`src/hw/rtl/flc_pkg.sv`:
```
// ----------------------------------------------------------------------------
// flc_pkg
// Shared types and constants for the fifo lookup cache: entry layout, key
// layout, opcodes and the depth of the cell chain.
// ----------------------------------------------------------------------------
`default_nettype none

package flc_pkg;

    localparam int ENTRIES  = 32;
    localparam int FILL_W   = $clog2(ENTRIES + 1);

    localparam int REF_W    = 63;
    localparam int DIM_W    = 16;
    localparam int FMT_W    = 8;
    localparam int VALUE_W  = 31;

    localparam logic OP_LOOKUP = 1'b0;
    localparam logic OP_INSERT = 1'b1;

    typedef struct packed {
        logic [REF_W-1:0] ref_id;
        logic [DIM_W-1:0] width_limit;
        logic [DIM_W-1:0] height_limit;
        logic [FMT_W-1:0] format_code;
    } key_t;

    typedef struct packed {
        key_t               key;
        logic [VALUE_W-1:0] value;
    } entry_t;

endpackage : flc_pkg

`default_nettype wire

```
`src/hw/rtl/flc_select.sv`:
```
// ----------------------------------------------------------------------------
// flc_select
// Priority select over the cell match flags: picks the newest matching
// position and returns its stored value.
// ----------------------------------------------------------------------------
`default_nettype none

module flc_select
    import flc_pkg::*;
(
    input  wire logic [ENTRIES-1:0] match_vec,
    input  wire logic [VALUE_W-1:0] values [ENTRIES],
    output logic                    found,
    output logic [VALUE_W-1:0]      value
);

    logic [ENTRIES-1:0] first_hot;

    // lowest set bit is the newest match
    assign first_hot = match_vec & (~match_vec + ENTRIES'(1));
    assign found     = |match_vec;

    always_comb begin
        value = '0;
        for (int i = 0; i < ENTRIES; i++) begin
            value = value | (values[i] & {VALUE_W{first_hot[i]}});
        end
    end

endmodule : flc_select

`default_nettype wire
```
`config.mk`:
```
export PLATFORM = sky130hd
export DESIGN_NAME = flc_select
export DESIGN_NICKNAME = d
export VERILOG_FILES = /design/src/hw/rtl/flc_pkg.sv /design/src/hw/rtl/flc_select.sv
export SDC_FILE = /design/constraint.sdc
export NUM_CORES = 1
export LEC_CHECK = 0
export BUFFER_PORTS_ARGS = -buffer_cell sky130_fd_sc_hd__buf_2
export CORE_AREA = 2 2 417 419
export DETAILED_ROUTE_END_ITERATION = 8
export DIE_AREA = 0 0 419 421
export PLACE_DENSITY = 0.3
export REMOVE_ABC_BUFFERS = 1
export SLEW_MARGIN = 15
export SYNTH_ARGS = -nofsm -noshare
export SYNTH_HDL_FRONTEND = slang
export SYNTH_SLANG_ARGS = --single-unit
```
`constraint.sdc`:
```
create_clock -name vclk -period 6.3
set_clock_uncertainty 0.05 [all_clocks]
set_input_delay 0.63 -clock vclk [all_inputs]
set_output_delay 0.63 -clock vclk [all_outputs]
set_load 0.03 [all_outputs]
```
# --- Word-level counts from Yosys, hierarchy flattened ---
# Index checks and enable logic that the tools add are counted.
word_totals:
  ff_bits: 0
  in_bits: 1024
  output_inout_bits: 32
  elab_cells: 67
op_classes:
  add_sub_neg: 1
  bitwise_logic: 65
  n_reduce_logical: 1
op_table:
  columns: ["cell", "n"]
  rows:
  - ["AND 31 bit", 32]
  - ["OR 31 bit", 31]
  - ["adder 32 x 1 -> 32 bit, second input constant", 1]
  - ["AND 32 bit", 1]
  - ["NOT 32 bit", 1]
  - ["OR reduction 32 bit", 1]

# --- Depth between registers and ports, before layout ---
# Gate-level depths: netlist of the first run.
logic_depth:
  depth_word: 35
  ltp_mapped: 12
  depth_no_buf: 7

# --- Least setup slack after synthesis of the first run ---
# OpenSTA, ideal clock, no wires.
synth_timing:
  path_type: "input -> output"
  startpoint: "in match_vec[5]"
  endpoint: "out value[24]"
  arrival_time_ns: 2.604
  required_ns: 5.620
  path_slack_ns: 3.016
  path_stages: 10
  n_path_buf: 4
  path_cell_list: "buf_2 > nor4_2 > buf_4 > and2_1 > buf_2 > buf_2 > a222oi_1 > o22ai_1 > a2111oi_0 > nand4_1"
synth_between:
  elab_chain_cells: 31
  word_cells_on_any_way: 57
  classes_between: "1 x add/sub; 56 x bitwise"
synth_rtl:
  columns: ["element", "line", "source"]
  rows:
  - ["from (decl)", "flc_select.sv:11", "input wire logic [ENTRIES-1:0] match_vec,"]
  - ["NOT 32 bit", "flc_select.sv:20", "assign first_hot = match_vec & (~match_vec + ENTRIES'(1));"]
  - ["adder 32 x 1 -> 32 bit", "flc_select.sv:20", null]
  - ["AND 32 bit (*)", "flc_select.sv:20", null]
  - ["AND 31 bit", "flc_select.sv:26", "value = value | (values[i] & {VALUE_W{first_hot[i]}});"]
  - ["OR 31 bit (26 in series)", "flc_select.sv:26", null]
  - ["OR 31 bit (*)", "flc_select.sv:26", null]
  - ["to (decl)", "flc_select.sv:14", "output logic [VALUE_W-1:0] value"]
# Mark *: on every way between the ends. The rest lies on a longest branch, timed or not.

# --- Worst setup path after layout of the first run ---
layout_timing:
  startpoint: "in match_vec[8]"
  endpoint: "out value[24]"
layout_between:
  elab_chain_cells: 28
  word_cells_on_any_way: 51
  classes_between: "1 x add/sub; 50 x bitwise"
layout_rtl:
  columns: ["element", "line"]
  rows:
  - ["NOT 32 bit", "flc_select.sv:20"]
  - ["adder 32 x 1 -> 32 bit", "flc_select.sv:20"]
  - ["AND 32 bit (*)", "flc_select.sv:20"]
  - ["AND 31 bit", "flc_select.sv:26"]
  - ["OR 31 bit (23 in series)", "flc_select.sv:26"]
  - ["OR 31 bit (*)", "flc_select.sv:26"]
# Marks and branches as above.

==> impl_metrics.tcl, run 1 <==
set metrics [dict create \
    min_period_over_period_pct 81.48 \
    final_cell_mix "1056 x buf_2, 237 x a22oi_1, 100 x nand2_1" \
    die_h_microns 421 \
    dr.pass1.iters 7 \
    required_ps 5620 \
    synth_warnings 0 \
    tightest_slew_ps 1189 \
    nets 3083 \
    fillCellCount 20610 \
    grt_pass1_wl_mm 194.9 \
    max-slew-margin-rel_pct 20.71 \
    grt_max_degree 65 \
    end_kind "output pin" \
    outcome "finished, final reports clean" \
    dp_hpwl_mm 147.3 \
    ys_seq_area_share_pct 0 \
    antenna_found_initial 151 \
    hp-class "in -> out" \
    hold_viol_final 0 \
    ff_latch_area_sq_um 0 \
    die_area_sq_um 176400 \
    leakagePower_nw 6.267 \
    via_per_inst 3.576 \
    fp.coreArea_sq_um 172500 \
    fin_crit_ps 5133 \
    drv_cap 0 \
    holdPathStages 4 \
    peakVddDrop_v 0.00002531 \
    final_antenna_net_count 0 \
    final_common_cell "buf_2" \
    criticalPathCategory "in -> out" \
    ctsHoldBuffers 0 \
    powerDensity_nw_per_um2 55.92 \
    area_growth_pct 128.7 \
    grt-ovfl-total 0 \
    synth_area_leaders "a22oi_1 27%, a221oi_1 7.4%, a222oi_1 6.9%" \
    start_util_pct 3.893 \
    setup_violations 0 \
    utilization_pct 8.901 \
    portBuffers 1056 \
    rsz0062_at_grt "no" \
    cts_resized 0 \
    nClkBuffers 0 \
    path_max_fanout 30 \
    dp_cells 4382 \
    drt_wl_total_mm 162.2 \
    fp.dieW_microns 419 \
    timing.fmax_mhz 194.8 \
    wl_per_cell_microns 36.68 \
    via_count 15813 \
    fin_area_sq_um 15350 \
    synth.distinct_cells 58 \
    syn_area_per_cell_sq_um 6.537 \
    postCtsSetupRepairBufs 0 \
    drc 0 \
    design.seq.count 0 \
    core.rowCount 153 \
    arrival_ps 4450 \
    finalNonFillerCells 4422 \
    drive_gt1_share_pct 58.19 \
    slew_violations 0 \
    worst_hold_slack_ps 1610 \
    grtUsageTotal_pct 17.43 \
    drt_iter0_drc 1500 \
    syn_inst 1027 \
    ios 1056 \
    grt_pass1_vias 15396 \
    synth_top_area_share_pct 26.50 \
    gp_congestion 0.9556 \
    synth_top_cell_by_area "a22oi_1" \
    postPlaceCellArea_sq_um 15250 \
    start_kind "primary input" \
    syn_area_sq_um 6714 \
]
## layer usage
layer | up-vias | global-route usage, % | routed length (microns)
li1 | 6537 | - | -
met1 | 7888 | 21.77 | 67880
met2 | 1002 | 30.79 | 79770
met3 | 282 | 3.874 | 10670
met4 | 104 | 2.599 | 3259
met5 | - | 0 | 635
## cells by family (layout without fill, tap and decap cells)
family | Yosys count | after routing | share of synthesized area, %
buf+inv | 128 | 1158 | 9.038
simple gates | 325 | 325 | 25.14
other cells | 0 | 40 | 0
compound gates | 574 | 574 | 65.82
## stage by stage
step	setup TNS (ps)	total power, mW	setup slack [ps]
floorplan	0	0.1867	1487
global placement	-2025	0.8707	-1144
detailed placement	0	0.8678	899.6
CTS	0	0.8714	886.0
global route	0	0.9052	925.4
finish	0	0.8585	1167
## power breakdown
part / leakage [nW] / internal, mW / switching, mW
clock network: 0.000242 / 0.000000667 / 0
registers: 0 / 0 / 0
logic: 6.27 / 0.348 / 0.510
total: 6.27 / 0.348 / 0.510
## worst paths after layout
path / end / start / slack, ps
worst min-delay path: value[28] / values[245] / 1610
worst max-delay path: value[24] / match_vec[8] / 1170
## synth_stat cells (3+ instances only)
library cell,number
buf_1,6
o211ai_1,7
nor3b_1,4
nand3b_1,4
buf_2,40
a221o_1,13
o2bb2ai_1,9
o2111ai_1,6
and2_1,5
a21boi_0,6
buf_6,3
nand4_1,12
a221oi_1,57
nand3_1,53
a2111oi_0,15
o2111a_1,4
nor2b_1,7
nor2_1,55
a22oi_1,237
o22ai_1,12
clkbuf_1,58
and3_1,23
a32oi_1,11
inv_1,6
o221ai_1,10
or3_1,6
a222oi_1,46
nor4_2,3
a21oi_1,37
a211oi_1,6
buf_4,14
nor4b_1,3
nor4_1,9
nand2_1,101
nor3_1,21
o21ai_0,53
a22o_1,37
## layout make-up
| class | instances | area [sq um] | share of cell area [%] |
|---|---|---|---|
| inverters | 6 | 22.52 | 0.1467 |
| diodes | 40 | 100.1 | 0.6520 |
| repair buffers | 1152 | 6041 | 39.35 |
| multi-input cells | 899 | 6280 | 40.90 |
| well taps | 2325 | 2909 | 18.95 |
## worst max-delay path, stage by stage
cell	delay (ps)
buf_2	540
nor4_2	190
and3_1	380
and3_4	450
a21oi_1	630
nand3_1	490
a2111oi_2	480
buf_4	230
nand4_1	130
buf_2	250
Power figures use the tool's default switching activity.
==> run 2, diff against run 1 <==
--- a/config.mk
+++ b/config.mk
@@ -6,9 +6,9 @@
 export NUM_CORES = 1
 export LEC_CHECK = 0
 export BUFFER_PORTS_ARGS = -buffer_cell sky130_fd_sc_hd__buf_2
-export CORE_AREA = 2 2 417 419
+export CORE_AREA = 2 2 410 412
 export DETAILED_ROUTE_END_ITERATION = 8
-export DIE_AREA = 0 0 419 421
+export DIE_AREA = 0 0 412 414
 export PLACE_DENSITY = 0.3
 export REMOVE_ABC_BUFFERS = 1
 export SLEW_MARGIN = 15
==> constraint.sdc (replaced) <==
create_clock -name vclk -period 4.55
set_clock_uncertainty 0.05 [all_clocks]
set_input_delay 0.455 -clock vclk [all_inputs]
set_output_delay 0.455 -clock vclk [all_outputs]
set_load 0.03 [all_outputs]
==> run 2 against run 1 <==
  * Cell count down 1.0%
  * Hold slack got worse by 360 ps
  * Non-clock buffer count rose by 66
  * Clock-buffer cell count unchanged
  * Routed wire length grew 2.1%
==> impl_metrics.tcl, run 2 (synthesized netlist as in run 1, its figures left out) <==
set metrics [dict create \
    dp_slack_ps -461.5 \
    outcome "finished, final reports clean" \
    grtUsageTotal_pct 18.36 \
    crit_slowest_cell "a2111oi_1" \
    drv_cap 0 \
    leakagePower_nw 6.659 \
    min_period_over_period_pct 97.77 \
    grt-ovfl-total 0 \
    setup_tns_ps 0 \
    core.rowCount 150 \
    slew_violations 0 \
    via_per_inst 3.715 \
    path_max_fanout 18 \
    area_growth_pct 138.0 \
    holdPathStages 4 \
    finalWorstSetupSlack_ps 101.6 \
    dp_cells 4327 \
    drt_wl_total_mm 165.6 \
    criticalPathCategory "in -> out" \
    wl_met3_mm 16.13 \
    dp_hpwl_mm 150.9 \
    powerDensity_nw_per_um2 79.14 \
    grt_pass1_wl_mm 197.8 \
    grt_pass1_vias 16155 \
    fp.coreArea_sq_um 166300 \
    worst_hold_slack_ps 1252 \
    drt_iter0_drc 1812 \
    timing.fmax_mhz 224.8 \
    final_antenna_net_count 0 \
    dr.pass1.iters 8 \
    hold_viol_final 0 \
    hold-path-endpoint "value[5]" \
    required_ps 4050 \
    nClkBuffers 0 \
    postCtsSetupRepairBufs 0 \
    routed-wl-met2_mm 77.13 \
    ios 1056 \
    tightest_slew_ps 1147 \
    wl_per_cell_microns 37.82 \
    setup_violations 0 \
    via_count 16266 \
    final_common_cell "buf_2" \
    start_util_pct 4.038 \
    start_kind "primary input" \
    routed.top_layer "met5" \
    rsz0062_at_grt "no" \
    design.seq.count 0 \
    portBuffers 1056 \
    fp.dieW_microns 412 \
    antenna_found_initial 195 \
    end_kind "output pin" \
    max-slew-margin-rel_pct 23.54 \
    arrival_ps 3940 \
    grt_max_degree 33 \
    finalNonFillerCells 4378 \
    worstPathCellList "buf_2, nor4_2, buf_4, nand4_1, buf_4, nor2_1, a21oi_1, nand3_1, a2111oi_1, buf_4, nand3_1, buf_2" \
    cpMostUsedCell "buf_4" \
    min_from "values[253]" \
    final_cell_mix "1052 x buf_2, 236 x a22oi_1, 148 x buf_4" \
    cpPeakStageDelay_ps 860 \
    fin_crit_ps 4448 \
    wl_met1_mm 66.84 \
    drive_gt1_share_pct 59.82 \
    hp-class "in -> out" \
    gp_congestion 0.9483 \
    ctsHoldBuffers 0 \
    die_h_microns 414 \
    ff_latch_area_sq_um 0 \
    drc 0 \
    die_area_sq_um 170600 \
    peakVddDrop_v 0.00003621 \
    nets 3149 \
]
## run 2: changes by cell type in the layout (fill, tap and decap cells not counted), moves of 3 or more
cell	delta
a2111oi_1	+3
a2111oi_2	-4
buf_12	+17
buf_2	-4
buf_4	+55
diode_2	+11
nor3_1	-4
nor3_2	+4
## run 2: power by group
group	internal [mW]	total [mW]	switching (mW)
Clock	0.00000132	0.00000132	0
Sequential	0	0	0
Combinational	0.528	1.26	0.737
Total	0.528	1.26	0.737
## run 2: worst max-delay path: cells and delay by family
kind / cells / cell delay, ps
AO/OA/AOI/OAI: 2 / 1040
buffers and inverters: 5 / 1370
AND/OR/NAND/NOR: 5 / 1000
## run 2: through the flow
step	cell area [sq um]	util [%]	power [mW]
floorplan	6130	-	0.2585
global placement	15770	9.485	1.265
detailed placement	15800	9.504	1.258
CTS	15840	9.528	1.268
global route	15920	9.575	1.326
finish	15980	9.611	1.265
## run 2: worst max path at each step
stage / start / depth (start not counted) / slack, ps / to
finish: match_vec[11] / 12 / 100 / value[15]
global route: match_vec[0] / 12 / 20 / value[28]
CTS: match_vec[4] / 11 / -20 / value[28]
detailed placement: match_vec[5] / 13 / -460 / value[28]
global placement: match_vec[5] / 13 / -450 / value[28]
floorplan: match_vec[5] / 7 / 90 / value[12]
## run 2: layout make-up
| cell class | instances | area [sq um] |
|---|---|---|
| well taps | 2204 | 2758 |
| multi-input cells | 899 | 6337 |
| diodes | 51 | 127.6 |
| inverters | 6 | 22.52 |
| repair buffers | 1218 | 6736 |
| fillers | 19846 | 150300 |
## run 2: repair_timing
item                       in CTS  in global routing
pin swaps                       3                  1
resized for setup               6                  2
setup endpoints to repair       4                  3
## run 2: metal layers
| metal | track usage [%] | vias to the layer above |
|---|---|---|
| li1 | - | 6685 |
| met2 | 30.26 | 1140 |
| met1 | 22.34 | 7988 |
| met4 | 4.936 | 130 |
| met5 | 0 | - |
| met3 | 6.597 | 323 |
